===== config.mk =====
export PLATFORM = sky130hd
export DESIGN_NAME = command_token_decoder
export DESIGN_NICKNAME = d
export VERILOG_FILES = /design/src/design/ctd_pkg.sv /design/src/design/ctd_front.sv /design/src/design/ctd_queue.sv /design/src/design/ctd_back.sv /design/src/design/command_token_decoder.sv
export VERILOG_INCLUDE_DIRS = /design/src /design/src/design
export SDC_FILE = /design/constraint.sdc
export NUM_CORES = 1
export LEC_CHECK = 0
export ABC_AREA = 1
export BUFFER_PORTS_ARGS = -buffer_cell sky130_fd_sc_hd__buf_2
export CAP_MARGIN = 25
export CORE_AREA = 10 10 147 149
export CTS_CLUSTER_SIZE = 8
export DETAILED_ROUTE_END_ITERATION = 6
export DIE_AREA = 0 0 157 159
export GPL_TIMING_DRIVEN = 0
export PLACE_DENSITY = 0.81
export SLEW_MARGIN = 10
export SYNTH_ARGS = -nofsm -noshare
export SYNTH_HDL_FRONTEND = slang
export SYNTH_HIERARCHICAL = 1
export SYNTH_SLANG_ARGS = --single-unit

===== constraint.sdc =====
create_clock -name clk_i -period 7.25 [get_ports clk_i]
set_input_delay 0.725 -clock clk_i [delete_from_list [all_inputs] [get_ports clk_i]]
set_output_delay 0.725 -clock clk_i [all_outputs]
set_load 0.02 [all_outputs]

===== src/design/command_token_decoder_defines.svh =====
// Assertion macros shared by the command token decoder RTL.
// Expects clk_i and rst_ni in the scope of every use.
`ifndef COMMAND_TOKEN_DECODER_DEFINES_SVH
`define COMMAND_TOKEN_DECODER_DEFINES_SVH

// Check a condition at every clock edge outside reset.
`define CTD_ASSERT(lbl, cond, msg) \
  lbl: assert property (@(posedge clk_i) disable iff (!rst_ni) (cond)) else $error(msg);

// Check that a trigger is followed in the next cycle by a consequence.
`define CTD_ASSERT_NEXT(lbl, trig, cons, msg) \
  lbl: assert property (@(posedge clk_i) disable iff (!rst_ni) (trig) |=> (cons)) \
    else $error(msg);

`endif


===== src/design/ctd_pkg.sv =====
// Types and constants of the command token decoder.
// No dependencies; imported by every module of the block.
`default_nettype none

package ctd_pkg;

  typedef enum logic [1:0] {
    TYPE_KEYWORD = 2'd0,
    TYPE_NUMBER  = 2'd1,
    TYPE_STRING  = 2'd2
  } ctd_type_e;

  typedef enum logic [1:0] {
    KW_LOAD  = 2'd0,
    KW_STORE = 2'd1,
    KW_RESET = 2'd2
  } ctd_kw_e;

  localparam int unsigned NumKeywords = 3;
  localparam int unsigned KwMaxLen    = 5;
  localparam int unsigned QueueDepth  = 2;

  localparam logic [7:0] CHAR_NUL   = 8'h00;
  localparam logic [7:0] CHAR_SPACE = 8'h20;
  localparam logic [7:0] CHAR_ZERO  = 8'h30;
  localparam logic [7:0] CHAR_X     = 8'h78;
  localparam logic [7:0] CHAR_A     = 8'h41;

  // Digit bias: 'A' - 10 for letters, '0' otherwise.
  localparam logic [31:0] BIAS_ALPHA = 32'd55;
  localparam logic [31:0] BIAS_DIGIT = 32'd48;

  localparam logic [7:0] KW_TEXT [NumKeywords][KwMaxLen] = '{
    '{"l", "o", "a", "d", 8'h00},
    '{"s", "t", "o", "r", "e"},
    '{"r", "e", "s", "e", "t"}
  };
  localparam logic [2:0] KW_LEN [NumKeywords] = '{3'd4, 3'd5, 3'd5};

  typedef struct packed {
    logic        token_valid;
    logic [1:0]  token_index;
    ctd_type_e   token_type;
    ctd_kw_e     keyword_code;
    logic [31:0] number_value;
    logic        message_end;
  } ctd_result_t;

endpackage

`default_nettype wire


===== src/design/ctd_front.sv =====
// Front end of the command token decoder: takes characters, tracks the
// current token and classifies it when it closes. Depends on ctd_pkg.
`default_nettype none
`include "command_token_decoder_defines.svh"

module ctd_front import ctd_pkg::*; #(
  parameter int unsigned MAX_TOKENS     = 3,
  parameter int unsigned MAX_HEX_DIGITS = 4
) (
  input  wire logic        clk_i,
  input  wire logic        rst_ni,
  input  wire logic        accept_i,
  input  wire logic [7:0]  character_i,
  output logic             push_o,
  output ctd_result_t      result_o
);

  localparam int unsigned PosCeil = (MAX_HEX_DIGITS + 3 > 7) ? MAX_HEX_DIGITS + 3 : 7;
  localparam int unsigned PosW    = $clog2(PosCeil + 1);
  localparam logic [PosW-1:0] PosMax = PosW'(PosCeil);
  localparam logic [PosW-1:0] HexEnd = PosW'(MAX_HEX_DIGITS + 2);
  localparam logic [PosW-1:0] PosNumMin = PosW'(3);
  localparam logic [1:0]      MaxTok = 2'(MAX_TOKENS);

  logic            in_token_q, in_token_d;
  logic [1:0]      tokens_q, tokens_d;
  logic [PosW-1:0] pos_q, pos_d;
  logic [2:0]      match_q, match_d;
  logic [31:0]     acc_q, acc_d;
  logic            hex_ok_q, hex_ok_d;

  logic            is_nul, is_space;
  logic [PosW-1:0] cur_pos;
  logic [2:0]      cur_match, abs_match;
  logic [31:0]     cur_acc, abs_acc, digit;
  logic            cur_ok, abs_ok;
  logic [2:0]      p3;
  ctd_result_t     closed;

  assign is_nul   = (character_i == CHAR_NUL);
  assign is_space = (character_i == CHAR_SPACE);

  // A new token starts from cleared token state.
  assign cur_pos   = in_token_q ? pos_q    : '0;
  assign cur_match = in_token_q ? match_q  : 3'b111;
  assign cur_acc   = in_token_q ? acc_q    : '0;
  assign cur_ok    = in_token_q ? hex_ok_q : 1'b1;

  assign p3    = (cur_pos >= PosW'(KwMaxLen)) ? 3'd0 : cur_pos[2:0];
  assign digit = (character_i >= CHAR_A) ? ({24'b0, character_i} - BIAS_ALPHA)
                                         : ({24'b0, character_i} - BIAS_DIGIT);

  // Absorb one character into the token state.
  always_comb begin
    abs_match = cur_match;
    for (int k = 0; k < NumKeywords; k++) begin
      if ((cur_pos >= PosW'(KW_LEN[k])) || (character_i != KW_TEXT[k][p3])) begin
        abs_match[k] = 1'b0;
      end
    end
    abs_ok  = cur_ok;
    abs_acc = cur_acc;
    if (cur_pos == PosW'(0)) begin
      if (character_i != CHAR_ZERO) abs_ok = 1'b0;
    end else if (cur_pos == PosW'(1)) begin
      if (character_i != CHAR_X) abs_ok = 1'b0;
    end else if (cur_ok) begin
      if (cur_pos >= HexEnd) begin
        abs_ok = 1'b0;
      end else begin
        abs_acc = {cur_acc[27:0], 4'b0} + digit;
      end
    end
  end

  // Classify the open token; keywords take priority in list order.
  always_comb begin
    closed              = '0;
    closed.token_valid  = 1'b1;
    closed.token_index  = tokens_q;
    closed.token_type   = TYPE_STRING;
    closed.keyword_code = KW_LOAD;
    if (match_q[0] && (pos_q == PosW'(KW_LEN[0]))) begin
      closed.token_type = TYPE_KEYWORD;
    end else if (match_q[1] && (pos_q == PosW'(KW_LEN[1]))) begin
      closed.token_type   = TYPE_KEYWORD;
      closed.keyword_code = KW_STORE;
    end else if (match_q[2] && (pos_q == PosW'(KW_LEN[2]))) begin
      closed.token_type   = TYPE_KEYWORD;
      closed.keyword_code = KW_RESET;
    end else if (hex_ok_q && (pos_q >= PosNumMin)) begin
      closed.token_type   = TYPE_NUMBER;
      closed.number_value = acc_q;
    end
  end

  always_comb begin
    in_token_d = in_token_q;
    tokens_d   = tokens_q;
    pos_d      = pos_q;
    match_d    = match_q;
    acc_d      = acc_q;
    hex_ok_d   = hex_ok_q;
    push_o     = 1'b0;
    result_o   = '0;
    if (accept_i) begin
      if (is_nul) begin
        push_o = 1'b1;
        if (in_token_q) result_o = closed;
        result_o.message_end = 1'b1;
        in_token_d = 1'b0;
        tokens_d   = '0;
        pos_d      = '0;
        match_d    = 3'b111;
        acc_d      = '0;
        hex_ok_d   = 1'b1;
      end else if (is_space) begin
        if (in_token_q) begin
          push_o     = 1'b1;
          result_o   = closed;
          in_token_d = 1'b0;
          tokens_d   = tokens_q + 2'd1;
        end
      end else if (in_token_q || (tokens_q < MaxTok)) begin
        in_token_d = 1'b1;
        pos_d      = (cur_pos < PosMax) ? cur_pos + PosW'(1) : cur_pos;
        match_d    = abs_match;
        acc_d      = abs_acc;
        hex_ok_d   = abs_ok;
      end
    end
  end

  always_ff @(posedge clk_i or negedge rst_ni) begin
    if (!rst_ni) begin
      in_token_q <= 1'b0;
      tokens_q   <= '0;
      pos_q      <= '0;
      match_q    <= 3'b111;
      acc_q      <= '0;
      hex_ok_q   <= 1'b1;
    end else begin
      in_token_q <= in_token_d;
      tokens_q   <= tokens_d;
      pos_q      <= pos_d;
      match_q    <= match_d;
      acc_q      <= acc_d;
      hex_ok_q   <= hex_ok_d;
    end
  end

  `CTD_ASSERT(a_tokens_bounded, tokens_q <= MaxTok, "token count beyond limit")
  `CTD_ASSERT_NEXT(a_nul_clears, accept_i && is_nul, !in_token_q && (tokens_q == 2'd0),
    "message end left token state behind")
  `CTD_ASSERT(a_push_kind, !push_o || result_o.token_valid || result_o.message_end,
    "result pushed with neither token nor message end")

endmodule

`default_nettype wire


===== src/design/ctd_queue.sv =====
// Short result queue between the front end and the output stage.
// Depends on ctd_pkg for the result type and depth.
`default_nettype none
`include "command_token_decoder_defines.svh"

module ctd_queue import ctd_pkg::*; (
  input  wire logic         clk_i,
  input  wire logic         rst_ni,
  input  wire logic         push_i,
  input  ctd_result_t       wdata_i,
  output logic              full_o,
  output logic              nempty_o,
  input  wire logic         pop_i,
  output ctd_result_t       rdata_o
);

  localparam int unsigned PtrW = (QueueDepth > 1) ? $clog2(QueueDepth) : 1;
  localparam int unsigned CntW = $clog2(QueueDepth + 1);
  localparam logic [PtrW-1:0] LastPtr = PtrW'(QueueDepth - 1);

  ctd_result_t     mem_q [QueueDepth];
  logic [PtrW-1:0] wptr_q, rptr_q;
  logic [CntW-1:0] count_q;

  assign full_o   = (count_q == CntW'(QueueDepth));
  assign nempty_o = (count_q != '0);
  assign rdata_o  = mem_q[rptr_q];

  always_ff @(posedge clk_i) begin
    if (push_i) mem_q[wptr_q] <= wdata_i;
  end

  always_ff @(posedge clk_i or negedge rst_ni) begin
    if (!rst_ni) begin
      wptr_q  <= '0;
      rptr_q  <= '0;
      count_q <= '0;
    end else begin
      if (push_i) wptr_q <= (wptr_q == LastPtr) ? '0 : wptr_q + PtrW'(1);
      if (pop_i)  rptr_q <= (rptr_q == LastPtr) ? '0 : rptr_q + PtrW'(1);
      if (push_i && !pop_i) count_q <= count_q + CntW'(1);
      else if (pop_i && !push_i) count_q <= count_q - CntW'(1);
    end
  end

  `CTD_ASSERT(a_no_underflow, !pop_i || nempty_o, "pop from empty queue")
  `CTD_ASSERT_NEXT(a_count_hold, push_i && pop_i, $stable(count_q),
    "push with pop changed the fill")

endmodule

`default_nettype wire


===== src/design/ctd_back.sv =====
// Output stage of the command token decoder: a result register that
// drains the queue. Depends on ctd_pkg for the result type.
`default_nettype none

module ctd_back import ctd_pkg::*; (
  input  wire logic   clk_i,
  input  wire logic   rst_ni,
  input  wire logic   avail_i,
  input  ctd_result_t data_i,
  output logic        pop_o,
  output logic        out_valid_o,
  input  wire logic   out_stall_i,
  output ctd_result_t out_data_o
);

  logic        valid_q;
  ctd_result_t data_q;

  // Load whenever the register is empty or its item leaves this cycle.
  assign pop_o       = avail_i && (!valid_q || !out_stall_i);
  assign out_valid_o = valid_q;
  assign out_data_o  = data_q;

  always_ff @(posedge clk_i or negedge rst_ni) begin
    if (!rst_ni) begin
      valid_q <= 1'b0;
    end else if (pop_o) begin
      valid_q <= 1'b1;
    end else if (!out_stall_i) begin
      valid_q <= 1'b0;
    end
  end

  always_ff @(posedge clk_i) begin
    if (pop_o) data_q <= data_i;
  end

endmodule

`default_nettype wire


===== src/design/command_token_decoder.sv =====
// Command token decoder, top level: front end, result queue, output stage.
// Depends on ctd_pkg, ctd_front, ctd_queue and ctd_back.
`default_nettype none

// The block takes one message character per item and splits the message into
// space-delimited tokens. A zero byte ends the message; at most MAX_TOKENS
// tokens are taken and further characters are dropped until the zero byte.
// Each token that closes yields one result item giving its position and class:
// keyword (load, store, reset, case counted), number ("0x" plus one to
// MAX_HEX_DIGITS digits, accumulated modulo 2^32 without digit checks) or
// string. The zero byte always yields an item with message_end set, carrying
// the last token if one was open. Characters are taken at one per cycle while
// in_stall_o is low; a result passes through the queue and the output register
// before it appears on the output. The front end updates its running token
// state as each character is taken, so the sustained rate is set by the output
// side alone: a two-entry queue feeds the output register, and in_stall_o
// rises only when the queue is full because the consumer has held out_stall_i.

module command_token_decoder import ctd_pkg::*; #(
  parameter int unsigned MAX_TOKENS     = 3,
  parameter int unsigned MAX_HEX_DIGITS = 4
) (
  input  wire logic        clk_i,
  input  wire logic        rst_ni,
  // character channel
  input  wire logic        in_valid_i,
  output logic             in_stall_o,
  input  wire logic [7:0]  character_i,
  // result channel
  output logic             out_valid_o,
  input  wire logic        out_stall_i,
  output logic             token_valid_o,
  output logic [1:0]       token_index_o,
  output logic [1:0]       token_type_o,
  output logic [1:0]       keyword_code_o,
  output logic [31:0]      number_value_o,
  output logic             message_end_o
);

  logic        accept;
  logic        push, q_full, q_nempty, pop;
  ctd_result_t front_res, q_res, out_res;

  // Hold the character channel only while the queue has no room.
  assign in_stall_o = q_full;
  assign accept     = in_valid_i && !q_full;

  ctd_front #(
    .MAX_TOKENS     (MAX_TOKENS),
    .MAX_HEX_DIGITS (MAX_HEX_DIGITS)
  ) u_front (
    .clk_i       (clk_i),
    .rst_ni      (rst_ni),
    .accept_i    (accept),
    .character_i (character_i),
    .push_o      (push),
    .result_o    (front_res)
  );

  ctd_queue u_queue (
    .clk_i    (clk_i),
    .rst_ni   (rst_ni),
    .push_i   (push),
    .wdata_i  (front_res),
    .full_o   (q_full),
    .nempty_o (q_nempty),
    .pop_i    (pop),
    .rdata_o  (q_res)
  );

  ctd_back u_back (
    .clk_i       (clk_i),
    .rst_ni      (rst_ni),
    .avail_i     (q_nempty),
    .data_i      (q_res),
    .pop_o       (pop),
    .out_valid_o (out_valid_o),
    .out_stall_i (out_stall_i),
    .out_data_o  (out_res)
  );

  // Unpack the result item onto its ports.
  assign token_valid_o  = out_res.token_valid;
  assign token_index_o  = out_res.token_index;
  assign token_type_o   = out_res.token_type;
  assign keyword_code_o = out_res.keyword_code;
  assign number_value_o = out_res.number_value;
  assign message_end_o  = out_res.message_end;

endmodule

`default_nettype wire

==> results of run 1 <==
-- flip-flops by register name, indices dropped and copies added, names as in the netlist --
register / cells
u_back/out_data_o: 40
u_queue/wptr_q: 1
u_queue/mem_q: 80
u_front/match_q: 3
u_front/tokens_q: 2
u_front/hex_ok_q: 1
u_queue/count_q: 2
u_queue/rptr_q: 1
u_front/acc_q: 32
u_front/pos_q: 3
u_back/out_valid_o: 1
u_front/in_token_q: 1
-- worst min path at each step --
| stage | startpoint | to | slack [ps] |
|---|---|---|---|
| CTS | rst_ni | u_front/acc_q[1] | 200 |
| detailed placement | u_queue/count_q[1] | u_queue/count_q[1] | 480 |
| global route | rst_ni | u_queue/count_q[1] | 210 |
| finish | rst_ni | u_queue/count_q[1] | 210 |
| global placement | u_queue/count_q[1] | u_queue/count_q[1] | 460 |
| floorplan | rst_ni | u_back/out_valid_o | 430 |
-- worst max-delay path: stages --
cell and delay [ps]:
buf_2 140, inv_1 190, ha_1 180, inv_1 40, nor2_1 70, nand3_1 70, nand4_1 80, nand2_1 170
inv_1 120, o21ai_0 70, o21ai_0 190, xor2_1 190, ha_1 310, a21oi_1 230, nand2_1 180, nand4_1 150
nand3_2 190, nand2_1 110, nand2_1 100, nand3_1 140, nand3_1 80, nand2_1 60, nand3_1 140, nand2_1 100
nand2_1 50, nand2_1 50
-- stage by stage --
step,power [W],util (%),hold slack (ps)
after floorplan,0.00302,-,429
after global placement,0.00354,58.3,459
after detailed placement,0.00360,58.8,478
after CTS,0.00452,62.0,205
after global routing,0.00483,62.0,207
final,0.00455,62.0,206
-- Yosys cell counts (10+ instances only) --
library cell,number
nor2_2,24
edfxtp_1,120
nand2_1,259
ha_1,35
nor2_4,10
inv_2,14
xor2_1,16
nand2_2,25
mux2_4,39
o21ai_1,13
a21oi_1,55
nand4_1,18
inv_1,159
nand3_1,67
o21ai_0,41
nor2_1,73
dfrtp_1,43
-- power by group --
group          internal (W)  leakage (nW)  switching, W
clock              0.000519         0.285      0.000376
combinational      0.000766          3.34       0.00152
sequential          0.00128          1.78     0.0000968
-- layer usage --
metal | GRT usage (%) | up-vias | routed length (µm)
li1 | - | 3917 | -
met2 | 33.6 | 369 | 12000
met1 | 26.0 | 3762 | 10600
met5 | 0 | - | 0
met4 | 6.91 | 0 | 708
met3 | 3.37 | 45 | 2100
-- cell families after synthesis --
family / synth area share [%]
AND/OR/NAND/NOR: 23.2
buffers and inverters: 8.96
flip-flops: 46.5
AO/OA/AOI/OAI: 9.20
multiplexers: 5.81
adder cells (fa/ha/maj): 4.46
XOR/XNOR: 1.80
-- area by class of cell --
cell class | instances | area share, %
well taps | 234 | 2.54
plain buffers | 28 | 2.32
clock buffers | 19 | 3.76
flip-flops and latches | 167 | 41.5
repair buffers | 56 | 3.02
inverters | 174 | 5.67
clock inverters | 13 | 1.37
multi-input cells | 761 | 39.8
==> results.toml, run 1 <==
[run_status]
outcome = "finished, final reports clean"

[yosys]
synth_edf_count = 120
synth_top_area_share_pct = 35.1
syn_avg_cell_area_um2 = 9.10
synthArstFlopShare_pct = 28.1
synth_area_um2 = 10300
synth-seq-area-share_pct = 46.5
synth_seq_cells = 167
synth_ff_type = "edfxtp_1"
yosysTopAreaCell = "edfxtp_1"
synthDistinctLibCells = 62
yosysWarnings = 6
yosys-top-cells-area = "edfxtp_1, dfrtp_1, nand2_1"
syn-num-nets = 1178
synth_cells = 1130

[timing]
hold_viol_final = 0
tightest_slew_ps = 792
fin_ws_ps = 3500
max_slew_margin_pct = 47.1
slew_violations = 0
rsz0062_at_grt = "no"
post-route-period-util_pct = 51.8
fmax_mhz = 266
min_period_ps = 3750
clock_skew_ps = 12.8
setup_tns_ps = 0
setup_violations = 0

[route]
totalWireLength_um = 25400
wire_per_inst_um = 17.5
drt_iter0_markers = 889
drt_pass1_iterations = 6
drc = 0
viasPerCell = 5.57
antenna_left = 0
via_count = 8093

[global_route]
grt_max_degree = 38
grt_pass1_vias = 7810
antenna_found_initial = 0
gr-total-overflow = 0
track_usage_pct = 20.2
grt_pass1_wl_um = 40700

[setup_path]
r2r_start = "u_front/in_token_q"
worstPathArrival_ps = 4110
startpoint = "character_i[1]"
cp_data_required_time_ps = 7610
cp-start-kind = "input pin"
r2r-end = "u_front/acc_q[17]"
crit_fanout = 9
reg2regPathDepth = 20
regToRegSetupSlack_ps = 3550
worstSetupPathType = "in -> reg"
crit_end = "u_front/acc_q[30]"
worstSetupEndpointType = "flop"

[final_layout]
regArea_um2 = 4780
multiInputGateArea_um2 = 4590
final_cell_mix = "nand2_1, inv_1, edfxtp_1, nor2_1, nand3_1"
n_fill_cell = 1533
final_cells = 1452
drive_gt1_share_pct = 20.9
final_common_cell = "nand2_1"
design_area_um2 = 11500
nets = 1253
syn_to_final_growth_pct = 12.1
n_antenna_cell = 0

[clock_network]
root_buffer = "clkbuf_16"
cts-resized-gates = 0
clk_path_buf_depth = 2
cts_buffers = 17
clk_latency_ps = 420
cts_tree = "done"
cts-htree-levels = 4
hold_buffers = 0
path_clk_slew_ps = 70
clock-sinks = 167
cts_setup_buffers = 0

[floorplanning]
ios = 54
std_cell_rows = 50
die_w_um = 157
start_util_pct = 55.3
core_area_um2 = 18600
die_y_um = 159
die_area_um2 = 25000

[placed_design]
place_area_um2 = 10900
gp_congestion = 0.989
post-dp-hpwl_um = 18900
portBuffers = 52
post-place-ws_ps = 3110
post-place-cells = 1420

[power_and_ir_drop]
p_leak_nw = 5.40
power_density_nw_per_um2 = 395
ir_drop_mv = 0.241

[run]
maxCapViolCount = 0

[min_path]
hold_path_class = "in -> async"
No activity file was read; power rests on OpenSTA's default activity.
==> inputs of run 2 (changes only) <==
PLACE_DENSITY = 0.84   (was 0.81)
clock period = 3.1 ns   (was 7.25 ns; I/O delays follow)
==> results.toml, run 2 (synthesis results as in run 1) <==
[run_status]
outcome = "finished, final reports clean"

[global_route]
grt_pass1_wl_um = 41400
grt_pass1_vias = 7876
track_usage_pct = 20.6
grt_max_degree = 41
gr-total-overflow = 0
antenna_found_initial = 0

[clock_network]
cts_buffers = 17
root_buffer = "clkbuf_16"
clk_path_buf_depth = 2
cts_tree = "done"
path_clk_slew_ps = 70
clk_latency_ps = 420
cts-htree-levels = 4
clock-sinks = 167

[route]
via_count = 8147
totalWireLength_um = 25900
viasPerCell = 5.60
antenna_left = 0
drc = 0
drt_iter0_markers = 831
drt_pass1_iterations = 5
wire_per_inst_um = 17.8

[floorplanning]
ios = 54
std_cell_rows = 50
die_area_um2 = 25000
die_y_um = 159
die_w_um = 157
core_area_um2 = 18600
start_util_pct = 55.3

[timing]
setup_tns_ps = 0
min_period_ps = 2930
timing.hold.ws_ps = 139
hold_viol_final = 0
clock_skew_ps = 11.3
post-route-period-util_pct = 94.6
slew_violations = 0
rsz0062_at_grt = "yes"
max_slew_margin_pct = 42.9
tightest_slew_ps = 856
setup_violations = 0
fmax_mhz = 341

[setup_path]
crit_fanout = 7
path_common_cell = "nand2_1"
cp-start-kind = "input pin"
worstSetupEndpointType = "flop"
worstPathArrival_ps = 3240
worstSetupPathType = "in -> reg"
cp_data_required_time_ps = 3410
slowest_delay_ps = 330
crit_path_top_delay_cell = "ha_4"

[final_layout]
syn_to_final_growth_pct = 13.6
n_antenna_cell = 0
largest-register = "u_queue/mem_q"
final_common_cell = "nand2_1"
nets = 1257
drive_gt1_share_pct = 23.2
final_util_pct = 62.8
largest_register_ffs = 80
final_cell_mix = "nand2_1, inv_1, edfxtp_1, nor2_1, nand3_1"

[placed_design]
gp_congestion = 0.958
portBuffers = 52
post-dp-hpwl_um = 19500

[power_and_ir_drop]
finalPower_w = 0.0108
p_leak_nw = 5.43
power_density_nw_per_um2 = 921
ir_drop_mv = 0.455

[min_path]
hold_path_class = "in -> reg"

[run]
maxCapViolCount = 0
## run 2: cell types whose count changed in the layout (fill, tap and decap cells not counted), sizes merged
cell,change
buf,+2
clkinvlp,+1
inv,+1
bufinv,-1
dlygate4sd3,+1
## run 2: final cells by class
class	count	area, µm²
plain buffers	27	277
clock buffers	18	429
clock inverters	14	138
fillers	1440	6910
inverters	174	658
multi-input cells	761	4720
flip-flops and latches	167	4780
well taps	234	293
repair buffers	61	378
## run 2: critical path, delay by kind of cell
family / cells / cell delay (ps)
adders and majority gates: 2 / 520
buffers and inverters: 5 / 380
AOI/OAI and AO/OA: 2 / 230
and+or+nand+nor: 18 / 1630
xor gates and xnor gates: 1 / 170
## run 2: report_power, final
| part | switching [W] | internal (W) |
|---|---|---|
| clock | 0.000894 | 0.00113 |
| combinational | 0.00363 | 0.00187 |
| sequential | 0.000240 | 0.00299 |
| total | 0.00476 | 0.00599 |
## run 2: what timing repair did
| item | in CTS | in global routing |
|---|---|---|
| pin swaps | 2 | 7 |
| hold endpoints to repair | 11 | 0 |
| gates resized for setup | 13 | 27 |
| setup endpoints to repair | 20 | 17 |
| hold buffers | 1 | 0 |
| buffers inserted | 3 | 2 |
## run 2: metal layers
| metal | track usage (%) | vias up | part of all wire [%] |
|---|---|---|---|
| met1 | 27.4 | 3821 | 43 |
| met4 | 7.85 | 0 | 2.4 |
| met5 | 0 | - | 0 |
| li1 | - | 3913 | - |
| met3 | 2.78 | 46 | 7.2 |
| met2 | 33.4 | 367 | 48 |
## run 2: path summary, 6_finish.rpt
| kind | endpoint | slack [ps] | cells after the start | startpoint |
|---|---|---|---|---|
| setup / recovery | u_front/acc_q[21] | 170 | 28 | character_i[0] |
| hold / removal | u_back/out_valid_o | 140 | 3 | out_stall_i |
| setup reg to reg | u_front/acc_q[21] | 240 | 21 | u_front/in_token_q |
| hold reg to reg | u_queue/count_q[1] | 510 | 2 | u_queue/count_q[1] |
| max in group asynchronous | u_front/hex_ok_q | 2190 | 3 | rst_ni |
| min in group asynchronous | u_queue/count_q[1] | 340 | 2 | rst_ni |
## run 2: metrics by stage
step	instance area (µm²)	worst slack (ps)	cells
floorplan	10300	214	1130
global placement	10800	-657	1416
CTS	11600	6.96	1455
global route	11700	-48.4	1456
finish	11700	167	1456
detailed placement	10900	-720	1419
==> inputs of run 3 (changes only) <==
CORE_AREA = 10 10 126 174   (was 10 10 147 149)
DIE_AREA = 0 0 136 184   (was 0 0 157 159)
==> results.toml, run 3 (synthesis results as in run 1) <==
[run_status]
outcome = "finished, final reports clean"

[floorplanning]
start_util_pct = 55.5
core_area_um2 = 18500
die_area_um2 = 25000
die_w_um = 136
std_cell_rows = 59
die_y_um = 184
ios = 54

[power_and_ir_drop]
power_density_nw_per_um2 = 918
pwr-share-clk_pct = 19.1
switching_power_w = 0.00470
p_comb_share_pct = 50.7
p_seq_share_pct = 30.2
internal_power_w = 0.00597
p_leak_nw = 5.41
finalPower_w = 0.0107
ir_drop_mv = 0.389
switching_share_pct = 44.0

[final_layout]
syn_to_final_growth_pct = 13.1
final_common_cell = "nand2_1"
final_cell_mix = "nand2_1, inv_1, edfxtp_1, nor2_1, nand3_1"
design_area_um2 = 11600
n_antenna_cell = 0
drive_gt1_share_pct = 22.9
nets = 1255
final_cells = 1464
largest-register = "u_queue/mem_q"
largest_register_ffs = 80

[clock_network]
clk_latency_ps = 420
clk_path_buf_depth = 2
clock-sinks = 167
root_buffer = "clkbuf_16"
cts-htree-levels = 4
cts_tree = "done"
path_clk_slew_ps = 70
cts_buffers = 17

[setup_path]
cp_data_required_time_ps = 3420
startpoint = "character_i[1]"
worstSetupEndpointType = "flop"
regToRegSetupSlack_ps = 220
worstPathArrival_ps = 3210
crit_fanout = 6
cp-start-kind = "input pin"
r2r_start = "u_front/in_token_q"
crit_end = "u_front/acc_q[18]"
worstSetupPathType = "in -> reg"
reg2regPathDepth = 20
r2r-end = "u_front/acc_q[29]"

[timing]
post-route-period-util_pct = 93.4
min_period_ps = 2890
rsz0062_at_grt = "yes"
setup_violations = 0
hold_viol_final = 0
slew_violations = 0
fmax_mhz = 346
fin_ws_ps = 206
clock_skew_ps = 7.24
tightest_slew_ps = 878
setup_tns_ps = 0
max_slew_margin_pct = 41.4

[route]
totalWireLength_um = 26400
drt_pass1_iterations = 6
drt_iter0_markers = 724
wire_per_inst_um = 18.0
drc = 0
via_count = 8250
viasPerCell = 5.64
antenna_left = 0

[global_route]
gr-total-overflow = 0
track_usage_pct = 21.4
grt_max_degree = 41
antenna_found_initial = 0
grt_pass1_vias = 8087
grt_pass1_wl_um = 42200

[placed_design]
gp_congestion = 0.942
post-place-ws_ps = -694
post-dp-hpwl_um = 19900
place_area_um2 = 10900
portBuffers = 52
post-place-cells = 1429

[min_path]
hold_path_class = "in -> reg"

[run]
maxCapViolCount = 0
-- run 3: how the worst min path moves through the flow --
stage / from / endpoint / slack, ps / cells past startpoint
global placement: u_queue/count_q[1] / u_queue/count_q[1] / 460 / 2
global route: out_stall_i / u_back/out_valid_o / 200 / 3
floorplan: rst_ni / u_back/out_valid_o / 10 / 0
finish: out_stall_i / u_back/out_valid_o / 200 / 3
CTS: out_stall_i / u_back/out_valid_o / 170 / 3
detailed placement: rst_ni / u_queue/count_q[0] / 230 / 1
-- run 3: final cells by class --
| class | instances | area (µm²) |
|---|---|---|
| buffer | 27 | 270 |
| clock buffer | 18 | 439 |
| clock inverter | 14 | 139 |
| fill | 1430 | 6900 |
| inverter | 174 | 656 |
| multi-input combinational | 761 | 4670 |
| sequential | 167 | 4780 |
| tap | 244 | 305 |
| timing repair buffer | 59 | 363 |
-- run 3: power by group through the flow --
| stage | Sequential (W) | Combinational [W] | Clock (W) |
|---|---|---|---|
| global route | 0.00327 | 0.00591 | 0.00218 |
| global placement | 0.00323 | 0.00506 | 0 |
| floorplan | 0.00353 | 0.00353 | 0 |
| CTS | 0.00322 | 0.00531 | 0.00206 |
| finish | 0.00322 | 0.00541 | 0.00204 |
| detailed placement | 0.00325 | 0.00520 | 0 |
-- run 3: what timing repair did --
item | in CTS | in global routing
pin swaps | 2 | 3
resized for setup | 12 | 20
setup buffers | 2 | 1
endpoints found under the hold margin | 9 | 0
hold buffers | 1 | 0
setup endpoints to repair | 19 | 19
-- run 3: through the flow --
| step | hold WS, ps | util [%] |
|---|---|---|
| 2_1_floorplan | 14.4 | - |
| 3_3_place_gp | 455 | 58.5 |
| 3_5_place_dp | 227 | 59.0 |
| 4_1_cts | 172 | 62.4 |
| 5_1_grt | 202 | 62.8 |
| 6_report | 201 | 62.8 |
-- run 3: worst max-delay path, stage by stage --
cell and delay, ps:
buf_2 140, inv_2 120, ha_1 150, inv_1 40, nor2_1 70, nand3_1 70, nand4_1 100, nand2_2 90
inv_1 70, o21ai_0 70, o21ai_1 150, xor2_1 270, ha_4 270, a21oi_2 180, nor2_1 60, nor2_1 160
o21ai_1 200, a21oi_2 190, inv_1 50, nand2_1 50, nand3_1 140, nand2_1 110, nand2_1 50, nand2_1 50
nand2_1 50
-- run 3: routing by layer --
layer / track usage (%) / wire length, µm / vias up
met5: 0 / 0 / -
met4: 10.6 / 971 / 0
met3: 3.25 / 1680 / 62
met2: 38.4 / 13800 / 401
met1: 23.9 / 9980 / 3880
li1: - / - / 3907
